===== config.mk =====
export PLATFORM = sky130hd
export DESIGN_NAME = byte_queue_positional_edit_core
export DESIGN_NICKNAME = d
export VERILOG_FILES = /design/src/rtl/bqpe_pkg.sv /design/src/rtl/byte_queue_positional_edit_core.sv /design/src/rtl/bqpe_ram.sv
export SDC_FILE = /design/constraint.sdc
export NUM_CORES = 1
export LEC_CHECK = 0
export BUFFER_PORTS_ARGS = -buffer_cell sky130_fd_sc_hd__buf_2
export CAP_MARGIN = 20
export CORE_MARGIN = 3
export CORE_UTILIZATION = 50
export CTS_CLUSTER_DIAMETER = 60
export DETAILED_ROUTE_END_ITERATION = 6
export PLACE_DENSITY = 0.78
export SLEW_MARGIN = 20
export SYNTH_ARGS = -nofsm -noshare
export SYNTH_HDL_FRONTEND = slang
export SYNTH_HIERARCHICAL = 1
export SYNTH_SLANG_ARGS = --single-unit

===== constraint.sdc =====
create_clock -name clock -period 9.9 [get_ports clock]
set_clock_uncertainty 0.2 [all_clocks]
set_input_delay 0.495 -clock clock [delete_from_list [all_inputs] [get_ports clock]]
set_output_delay 0.495 -clock clock [all_outputs]
set_load 0.01 [all_outputs]

===== src/rtl/bqpe_pkg.sv =====
// ----------------------------------------------------------------------------
// bqpe_pkg: shared definitions for the byte queue with positional edit
// Request and response codes, word layouts and default sizing.
// ----------------------------------------------------------------------------
package bqpe_pkg;

   localparam int DEPTH_DEFAULT = 64;

   // request word fields, lowest bit up
   localparam int ACTION_W   = 3;
   localparam int VALUE_W    = 8;
   localparam int POSITION_W = 7;
   localparam int REQ_W      = 24;

   // response word fields, lowest bit up
   localparam int COUNT_W  = 7;
   localparam int STATUS_W = 2;
   localparam int RSP_USED = VALUE_W + 1 + COUNT_W + STATUS_W;
   localparam int RSP_W    = 24;

   typedef logic [ACTION_W-1:0] action_type;
   typedef logic [STATUS_W-1:0] status_type;

   localparam action_type ACT_APPEND = 3'd0;
   localparam action_type ACT_REMOVE = 3'd1;
   localparam action_type ACT_INSERT = 3'd2;
   localparam action_type ACT_DELETE = 3'd3;
   localparam action_type ACT_SEARCH = 3'd4;
   localparam action_type ACT_CLEAR  = 3'd5;

   localparam status_type ST_OK    = 2'd0;
   localparam status_type ST_EMPTY = 2'd1;
   localparam status_type ST_FULL  = 2'd2;
   localparam status_type ST_RANGE = 2'd3;

endpackage


===== src/rtl/byte_queue_positional_edit_core.sv =====
// ----------------------------------------------------------------------------
// byte_queue_positional_edit_core: bounded byte queue with positional edit
// Append, remove front, insert, delete, search and clear on a RAM-held queue.
// ----------------------------------------------------------------------------
// The queue lives in one RAM as a ring with a head pointer, so append, clear
// and remove-front touch at most one entry; every request returns exactly one
// response word. A request is taken only when the core is idle and occupies
// it until its response is placed in the output register; the next request
// is accepted while that response waits. Insert walks from the back down to
// position n, delete from position n+1 to the back, and search over every
// entry, where n is the 1-based position. Walks move one entry per cycle,
// paced by the single read port of the RAM. A response still waiting in the
// output register holds the core in its last state. Error statuses report
// empty, full, or a position outside 1..count.
// ----------------------------------------------------------------------------
module byte_queue_positional_edit_core #(
   parameter int DEPTH = bqpe_pkg::DEPTH_DEFAULT
) (
   input  logic                       clock,
   input  logic                       reset,
   // req_tdata: action[2:0], value[10:3], position[17:11], zero fill
   input  logic                       req_tvalid,
   output logic                       req_tready,
   input  logic [bqpe_pkg::REQ_W-1:0] req_tdata,
   // rsp_tdata: value_out[7:0], found[8], count[15:9], status[17:16], zero fill
   output logic                       rsp_tvalid,
   input  logic                       rsp_tready,
   output logic [bqpe_pkg::RSP_W-1:0] rsp_tdata
);

   localparam int AW    = $clog2(DEPTH);
   localparam int CW    = $clog2(DEPTH + 1);
   localparam int CMP_W = (CW > bqpe_pkg::POSITION_W) ? CW : bqpe_pkg::POSITION_W;

   localparam logic [2:0] S_IDLE    = 3'd0;
   localparam logic [2:0] S_DECODE  = 3'd1;
   localparam logic [2:0] S_POP     = 3'd2;
   localparam logic [2:0] S_INS     = 3'd3;
   localparam logic [2:0] S_INS_PUT = 3'd4;
   localparam logic [2:0] S_DEL     = 3'd5;
   localparam logic [2:0] S_SEARCH  = 3'd6;
   localparam logic [2:0] S_DONE    = 3'd7;

   logic [2:0]                         state_ff, state_in;
   bqpe_pkg::action_type               act_ff, act_in;
   logic [bqpe_pkg::VALUE_W-1:0]       val_ff, val_in;
   logic [bqpe_pkg::POSITION_W-1:0]    pos_ff, pos_in;
   logic [AW-1:0]                      head_ff, head_in;
   logic [CW-1:0]                      count_ff, count_in;
   logic [AW-1:0]                      walk_ff, walk_in;
   logic                               found_ff, found_in;
   logic [bqpe_pkg::VALUE_W-1:0]       vout_ff, vout_in;
   bqpe_pkg::status_type               status_ff, status_in;
   logic                               rsp_valid_ff, rsp_valid_in;
   logic [bqpe_pkg::RSP_W-1:0]         rsp_data_ff, rsp_data_in;

   logic                               mem_wr_en;
   logic [AW-1:0]                      mem_wr_idx;
   logic [bqpe_pkg::VALUE_W-1:0]       mem_wr_data;
   logic                               mem_rd_en;
   logic [AW-1:0]                      mem_rd_idx;
   logic [bqpe_pkg::VALUE_W-1:0]       mem_rd_data;

   logic                               req_fire;
   logic                               is_full;
   logic                               is_empty;
   logic                               pos_bad;
   logic                               pos_last;
   logic [AW-1:0]                      edit_idx;
   logic [AW-1:0]                      last_idx;
   logic [bqpe_pkg::COUNT_W-1:0]       count_out;

   // logical index to ring address; both terms stay below DEPTH
   function automatic logic [AW-1:0] ring_addr(input logic [AW-1:0] head,
                                                input logic [AW-1:0] idx);
      logic [AW:0] sum;
      sum = {1'b0, head} + {1'b0, idx};
      if (sum >= (AW+1)'(DEPTH)) begin
         sum = sum - (AW+1)'(DEPTH);
      end
      return sum[AW-1:0];
   endfunction

   bqpe_ram #(
      .WIDTH (bqpe_pkg::VALUE_W),
      .DEPTH (DEPTH)
   ) u_ram (
      .clock   (clock),
      .wr_en   (mem_wr_en),
      .wr_addr (ring_addr(head_ff, mem_wr_idx)),
      .wr_data (mem_wr_data),
      .rd_en   (mem_rd_en),
      .rd_addr (ring_addr(head_ff, mem_rd_idx)),
      .rd_data (mem_rd_data)
   );

   assign req_tready = (state_ff == S_IDLE);
   assign req_fire   = req_tvalid && req_tready;
   assign rsp_tvalid = rsp_valid_ff;
   assign rsp_tdata  = rsp_data_ff;

   assign is_full   = (count_ff == CW'(DEPTH));
   assign is_empty  = (count_ff == '0);
   assign pos_bad   = (pos_ff == '0) || (CMP_W'(pos_ff) > CMP_W'(count_ff));
   assign pos_last  = (CMP_W'(pos_ff) == CMP_W'(count_ff));
   assign edit_idx  = AW'(CMP_W'(pos_ff) - CMP_W'(1));
   assign last_idx  = AW'(count_ff - CW'(1));
   assign count_out = bqpe_pkg::COUNT_W'(count_ff);

   always_comb begin
      state_in     = state_ff;
      act_in       = act_ff;
      val_in       = val_ff;
      pos_in       = pos_ff;
      head_in      = head_ff;
      count_in     = count_ff;
      walk_in      = walk_ff;
      found_in     = found_ff;
      vout_in      = vout_ff;
      status_in    = status_ff;
      rsp_valid_in = rsp_valid_ff;
      rsp_data_in  = rsp_data_ff;
      mem_wr_en    = 1'b0;
      mem_wr_idx   = walk_ff;
      mem_wr_data  = mem_rd_data;
      mem_rd_en    = 1'b0;
      mem_rd_idx   = walk_ff;

      // drain the output register
      if (rsp_valid_ff && rsp_tready) begin
         rsp_valid_in = 1'b0;
      end

      unique case (state_ff)
         S_IDLE: begin
            if (req_fire) begin
               act_in    = req_tdata[bqpe_pkg::ACTION_W-1:0];
               val_in    = req_tdata[bqpe_pkg::ACTION_W +: bqpe_pkg::VALUE_W];
               pos_in    = req_tdata[bqpe_pkg::ACTION_W + bqpe_pkg::VALUE_W +:
                                     bqpe_pkg::POSITION_W];
               found_in  = 1'b0;
               vout_in   = '0;
               status_in = bqpe_pkg::ST_OK;
               state_in  = S_DECODE;
            end
         end
         S_DECODE: begin
            state_in = S_DONE;
            unique case (act_ff)
               bqpe_pkg::ACT_APPEND: begin
                  if (is_full) begin
                     status_in = bqpe_pkg::ST_FULL;
                  end else begin
                     mem_wr_en   = 1'b1;
                     mem_wr_idx  = AW'(count_ff);
                     mem_wr_data = val_ff;
                     count_in    = count_ff + CW'(1);
                  end
               end
               bqpe_pkg::ACT_REMOVE: begin
                  if (is_empty) begin
                     status_in = bqpe_pkg::ST_EMPTY;
                  end else begin
                     mem_rd_en  = 1'b1;
                     mem_rd_idx = '0;
                     state_in   = S_POP;
                  end
               end
               bqpe_pkg::ACT_INSERT: begin
                  if (is_full) begin
                     status_in = bqpe_pkg::ST_FULL;
                  end else if (pos_bad) begin
                     status_in = bqpe_pkg::ST_RANGE;
                  end else begin
                     // walk down from the back, moving each entry up by one
                     mem_rd_en  = 1'b1;
                     mem_rd_idx = last_idx;
                     walk_in    = last_idx;
                     state_in   = S_INS;
                  end
               end
               bqpe_pkg::ACT_DELETE: begin
                  if (is_empty) begin
                     status_in = bqpe_pkg::ST_EMPTY;
                  end else if (pos_bad) begin
                     status_in = bqpe_pkg::ST_RANGE;
                  end else if (pos_last) begin
                     count_in = count_ff - CW'(1);
                  end else begin
                     mem_rd_en  = 1'b1;
                     mem_rd_idx = edit_idx + AW'(1);
                     walk_in    = edit_idx + AW'(1);
                     state_in   = S_DEL;
                  end
               end
               bqpe_pkg::ACT_SEARCH: begin
                  if (!is_empty) begin
                     mem_rd_en  = 1'b1;
                     mem_rd_idx = '0;
                     walk_in    = '0;
                     state_in   = S_SEARCH;
                  end
               end
               bqpe_pkg::ACT_CLEAR: begin
                  count_in = '0;
               end
               default: begin
               end
            endcase
         end
         S_POP: begin
            vout_in  = mem_rd_data;
            head_in  = ring_addr(head_ff, AW'(1));
            count_in = count_ff - CW'(1);
            state_in = S_DONE;
         end
         S_INS: begin
            mem_wr_en  = 1'b1;
            mem_wr_idx = walk_ff + AW'(1);
            if (walk_ff == edit_idx) begin
               state_in = S_INS_PUT;
            end else begin
               mem_rd_en  = 1'b1;
               mem_rd_idx = walk_ff - AW'(1);
               walk_in    = walk_ff - AW'(1);
            end
         end
         S_INS_PUT: begin
            mem_wr_en   = 1'b1;
            mem_wr_idx  = edit_idx;
            mem_wr_data = val_ff;
            count_in    = count_ff + CW'(1);
            state_in    = S_DONE;
         end
         S_DEL: begin
            mem_wr_en  = 1'b1;
            mem_wr_idx = walk_ff - AW'(1);
            if (walk_ff == last_idx) begin
               count_in = count_ff - CW'(1);
               state_in = S_DONE;
            end else begin
               mem_rd_en  = 1'b1;
               mem_rd_idx = walk_ff + AW'(1);
               walk_in    = walk_ff + AW'(1);
            end
         end
         S_SEARCH: begin
            if (mem_rd_data == val_ff) begin
               found_in = 1'b1;
            end
            if (walk_ff == last_idx) begin
               state_in = S_DONE;
            end else begin
               mem_rd_en  = 1'b1;
               mem_rd_idx = walk_ff + AW'(1);
               walk_in    = walk_ff + AW'(1);
            end
         end
         S_DONE: begin
            // hold until the output register is free
            if (!rsp_valid_ff || rsp_tready) begin
               rsp_valid_in = 1'b1;
               rsp_data_in  = {(bqpe_pkg::RSP_W - bqpe_pkg::RSP_USED)'(0),
                               status_ff, count_out, found_ff, vout_ff};
               state_in     = S_IDLE;
            end
         end
         default: begin
            state_in = S_IDLE;
         end
      endcase
   end

   always_ff @(posedge clock) begin
      if (reset) begin
         state_ff     <= S_IDLE;
         head_ff      <= '0;
         count_ff     <= '0;
         rsp_valid_ff <= 1'b0;
      end else begin
         state_ff     <= state_in;
         head_ff      <= head_in;
         count_ff     <= count_in;
         rsp_valid_ff <= rsp_valid_in;
      end
   end

   always_ff @(posedge clock) begin
      act_ff      <= act_in;
      val_ff      <= val_in;
      pos_ff      <= pos_in;
      walk_ff     <= walk_in;
      found_ff    <= found_in;
      vout_ff     <= vout_in;
      status_ff   <= status_in;
      rsp_data_ff <= rsp_data_in;
   end

endmodule


===== src/rtl/bqpe_ram.sv =====
// ----------------------------------------------------------------------------
// bqpe_ram: simple dual-port RAM
// One write port and one read port, read data registered.
// ----------------------------------------------------------------------------
module bqpe_ram #(
   parameter int WIDTH = 8,
   parameter int DEPTH = bqpe_pkg::DEPTH_DEFAULT
) (
   input  logic                     clock,
   input  logic                     wr_en,
   input  logic [$clog2(DEPTH)-1:0] wr_addr,
   input  logic [WIDTH-1:0]         wr_data,
   input  logic                     rd_en,
   input  logic [$clog2(DEPTH)-1:0] rd_addr,
   output logic [WIDTH-1:0]         rd_data
);

   logic [WIDTH-1:0] mem_ff [DEPTH];
   logic [WIDTH-1:0] rd_data_ff;

   always_ff @(posedge clock) begin
      if (wr_en) begin
         mem_ff[wr_addr] <= wr_data;
      end
      if (rd_en) begin
         rd_data_ff <= mem_ff[rd_addr];
      end
   end

   assign rd_data = rd_data_ff;

endmodule

==> flow_summary.yaml <==
run_status:
  status: "finished clean"
placed_design:
  dp_cells: 2213
  place_ws_ps: 2990
  hpwl_um: 38000
  gp_congestion: 0.922
  portBuffers: 41
critical_path:
  worstPathArrival_ps: 7200
  r2r_end: "u_ram/rd_data[0]"
  critPathLaunchType: "flip-flop"
  cpPeakStageDelay_ps: 1060
  reg2reg_from: "count_ff[0]"
  endpoint: "u_ram/rd_data[0]"
  cp-startpoint: "count_ff[0]"
  cpMostUsedCell: "a21oi_1"
  critPathMaxFanout: 35
  crit_type: "reg -> reg"
  slowest_stage: "a2111oi_0"
  crit_path_cell_trace: "inv_1 > ha_1 > nor3b_4 > nand2_1 > nor2_2 > nor4_2 > mux2i_1 > nor2_1 > a21oi_1 > a21oi_1 > ha_4 > buf_4 > mux4_2 > nor2b_1 > a2111oi_0 > nor3_1 > a22o_1"
  endpoint_kind: "flip-flop"
  ff2ff_path_depth: 17
  reg2reg_setup_slack_ps: 2880
  critPathRequiredTime_ps: 10080
routing:
  drt-met1-wl_um: 23500
  remaining_drc_errors: 0
  detail_route.vias_per_cell: 6.44
  wl_met2_um: 29600
  drt-initial-drc-count: 2161
  routed-wl-met3_um: 6530
  vias: 15100
  top_layer: "met4"
  first_pass_iters: 6
  wire_per_inst_um: 26.4
  wl_um: 61700
  antenna_left: 0
logic_synthesis:
  yosysSeqAreaShare: 0.681
  synth_ff_type: "edfxtp_1"
  ys_top_cells_by_area: "edfxtp_1 67%, mux4_2 11%, nor2_1 2.1%, dfxtp_1 1.3%, ha_1 1.1%"
  synth_cells: 1576
  yosysTopAreaCellShare: 0.668
  syn_avg_cell_area_um2: 16.4
  yosysTopAreaCell: "edfxtp_1"
  synth_seq_cells: 590
  synth-edff-count: 573
  async_flop_share: 0
  syn_area_um2: 25800
  yosysUniqueCellTypes: 89
  synth.yosys.warnings: 6
clocking:
  clk_path_buf_depth: 3
  cts_tree: "built"
  clk_pin_slew_ps: 60
  clock_latency_ps: 630
  numCtsBuffers: 58
  root_buffer: "clkbuf_16"
  cts_sinks: 590
  cts_max_level: 2
floorplanning:
  num_io_pins: 54
  start_util: 0.509
  core_um2: 50600
  chipHeight_um: 233
  rows: 82
  die_width_um: 233
  die-area_um2: 54300
global_routing:
  grtUsageTotal: 0.230
  grt_max_degree: 78
  grt_pass1_wl_um: 93400
  grt_pass1_vias: 14900
  antenna_found_initial: 1
  overflow: 0
sta:
  worst_pin_slew_ps: 1190
  relSlewSlack: 0.188
  timing.final.crit_share: 0.709
  setup_viol: 0
  period_needed_ps: 7020
  rsz0062_at_grt: "no"
  drv_slew: 0
  finalHoldViolations: 0
  setup_slack_ps: 2880
  tns_ps: 0
  fmax_mhz: 143
hold_path:
  hold_path.class: "in -> reg"
  hold_path_depth: 2
finish:
  mostFrequentLayoutCells: "573 x edfxtp_1, 142 x nor2_1, 124 x mux4_2"
  nets: 1672
  utilization: 0.567
  final_common_cell: "edfxtp_1"
  drive_above_1_share: 0.194
  finalNonFillerCells: 2339
  areaGrowthSynthToFinish_pct: 11.3
run:
  drv_cap: 0
metrics by stage:
step | instance area, um^2 | hold WS, ps
2_1_floorplan | 25800 | 200
3_3_place_gp | 26500 | 205
3_5_place_dp | 26500 | 205
4_1_cts | 28700 | 34.6
5_1_grt | 28700 | 74.6
6_report | 28700 | 71.4
layout make-up:
type	instances	area [um^2]
well taps	672	841
diodes	1	2.50
flip-flops and latches	590	17500
clock inverters	35	448
fillers	3666	21900
repair buffers	76	526
clock buffers	72	1550
multi-input cells	860	7640
inverters	33	128
per-layer routing:
layer	vias up	track usage
met5	-	0
met4	0	0.0835
met3	151	0.0433
met2	954	0.367
met1	7637	0.319
li1	6319	-
worst min-delay path by stage:
stage / endpoint / start
after floorplan: rsp_tdata[0] / vout_ff[0]
after global placement: rsp_tdata[3] / vout_ff[3]
after CTS: rsp_tvalid / rsp_tready
after global routing: rsp_tvalid / rsp_tready
final: head_ff[0] / reset
after detailed placement: rsp_tdata[7] / vout_ff[7]
cells in the mapped netlist (8+ instances only):
library cell and instances:
a221oi_1 16, edfxtp_1 573, inv_1 30, mux2_2 13
mux2i_1 24, clkbuf_1 40, nand2b_1 14, mux4_2 124
a21o_1 10, nand2_1 69, o21ai_0 37, and2_1 12
xnor2_1 32, xor2_1 25, o221ai_1 8, or2_2 9
buf_4 19, a22oi_1 14, nor2b_1 17, a211oi_1 11
o22ai_1 29, buf_2 26, nand3_1 35, ha_1 23
nor2_1 142, a21oi_1 47, a31oi_1 13, nor3_1 16
dfxtp_1 17
worst max-delay path: cells and delay by family (launching register included):
kind                     cells  cell delay [ps]
buffers and inverters        2              690
AO/OA/AOI/OAI                4             1580
multiplexers                 2              880
flip-flops                   1              700
AND/OR/NAND/NOR              7             1620
adder cells (fa/ha/maj)      2             1050
what timing repair did:
action | CTS | global route
gates resized for setup | 0 | 0
hold buffers | 18 | 0
hold endpoints to repair | 18 | 0
setup buffers | 0 | 0
flip-flops by register name (all words and copies together), names as in the netlist:
name and cells:
head_ff 6, act_ff 3, rsp_tdata 18, u_ram/rd_data 8, found_ff 1, state_ff 3, val_ff 8, count_ff 7
rsp_tvalid 1, u_ram/mem_ff 512, pos_ff 7, walk_ff 6, vout_ff 8, status_ff 2
cell families (layout without fill, tap and decap cells):
logic type,count (synthesis),in the layout,share of synthesized area
muxes,161,161,0.123
buffers and inverters,131,216,0.0256
AOI/OAI and AO/OA,247,247,0.0661
DFF,590,590,0.681
and+or+nand+nor,360,360,0.0685
other,1,7,0.000146
xor gates and xnor gates,61,61,0.0226
adders and majority gates,25,25,0.0127
Power is not shown: default switching activity piles up to over one toggle a cycle in this logic, so the estimate is an artifact.
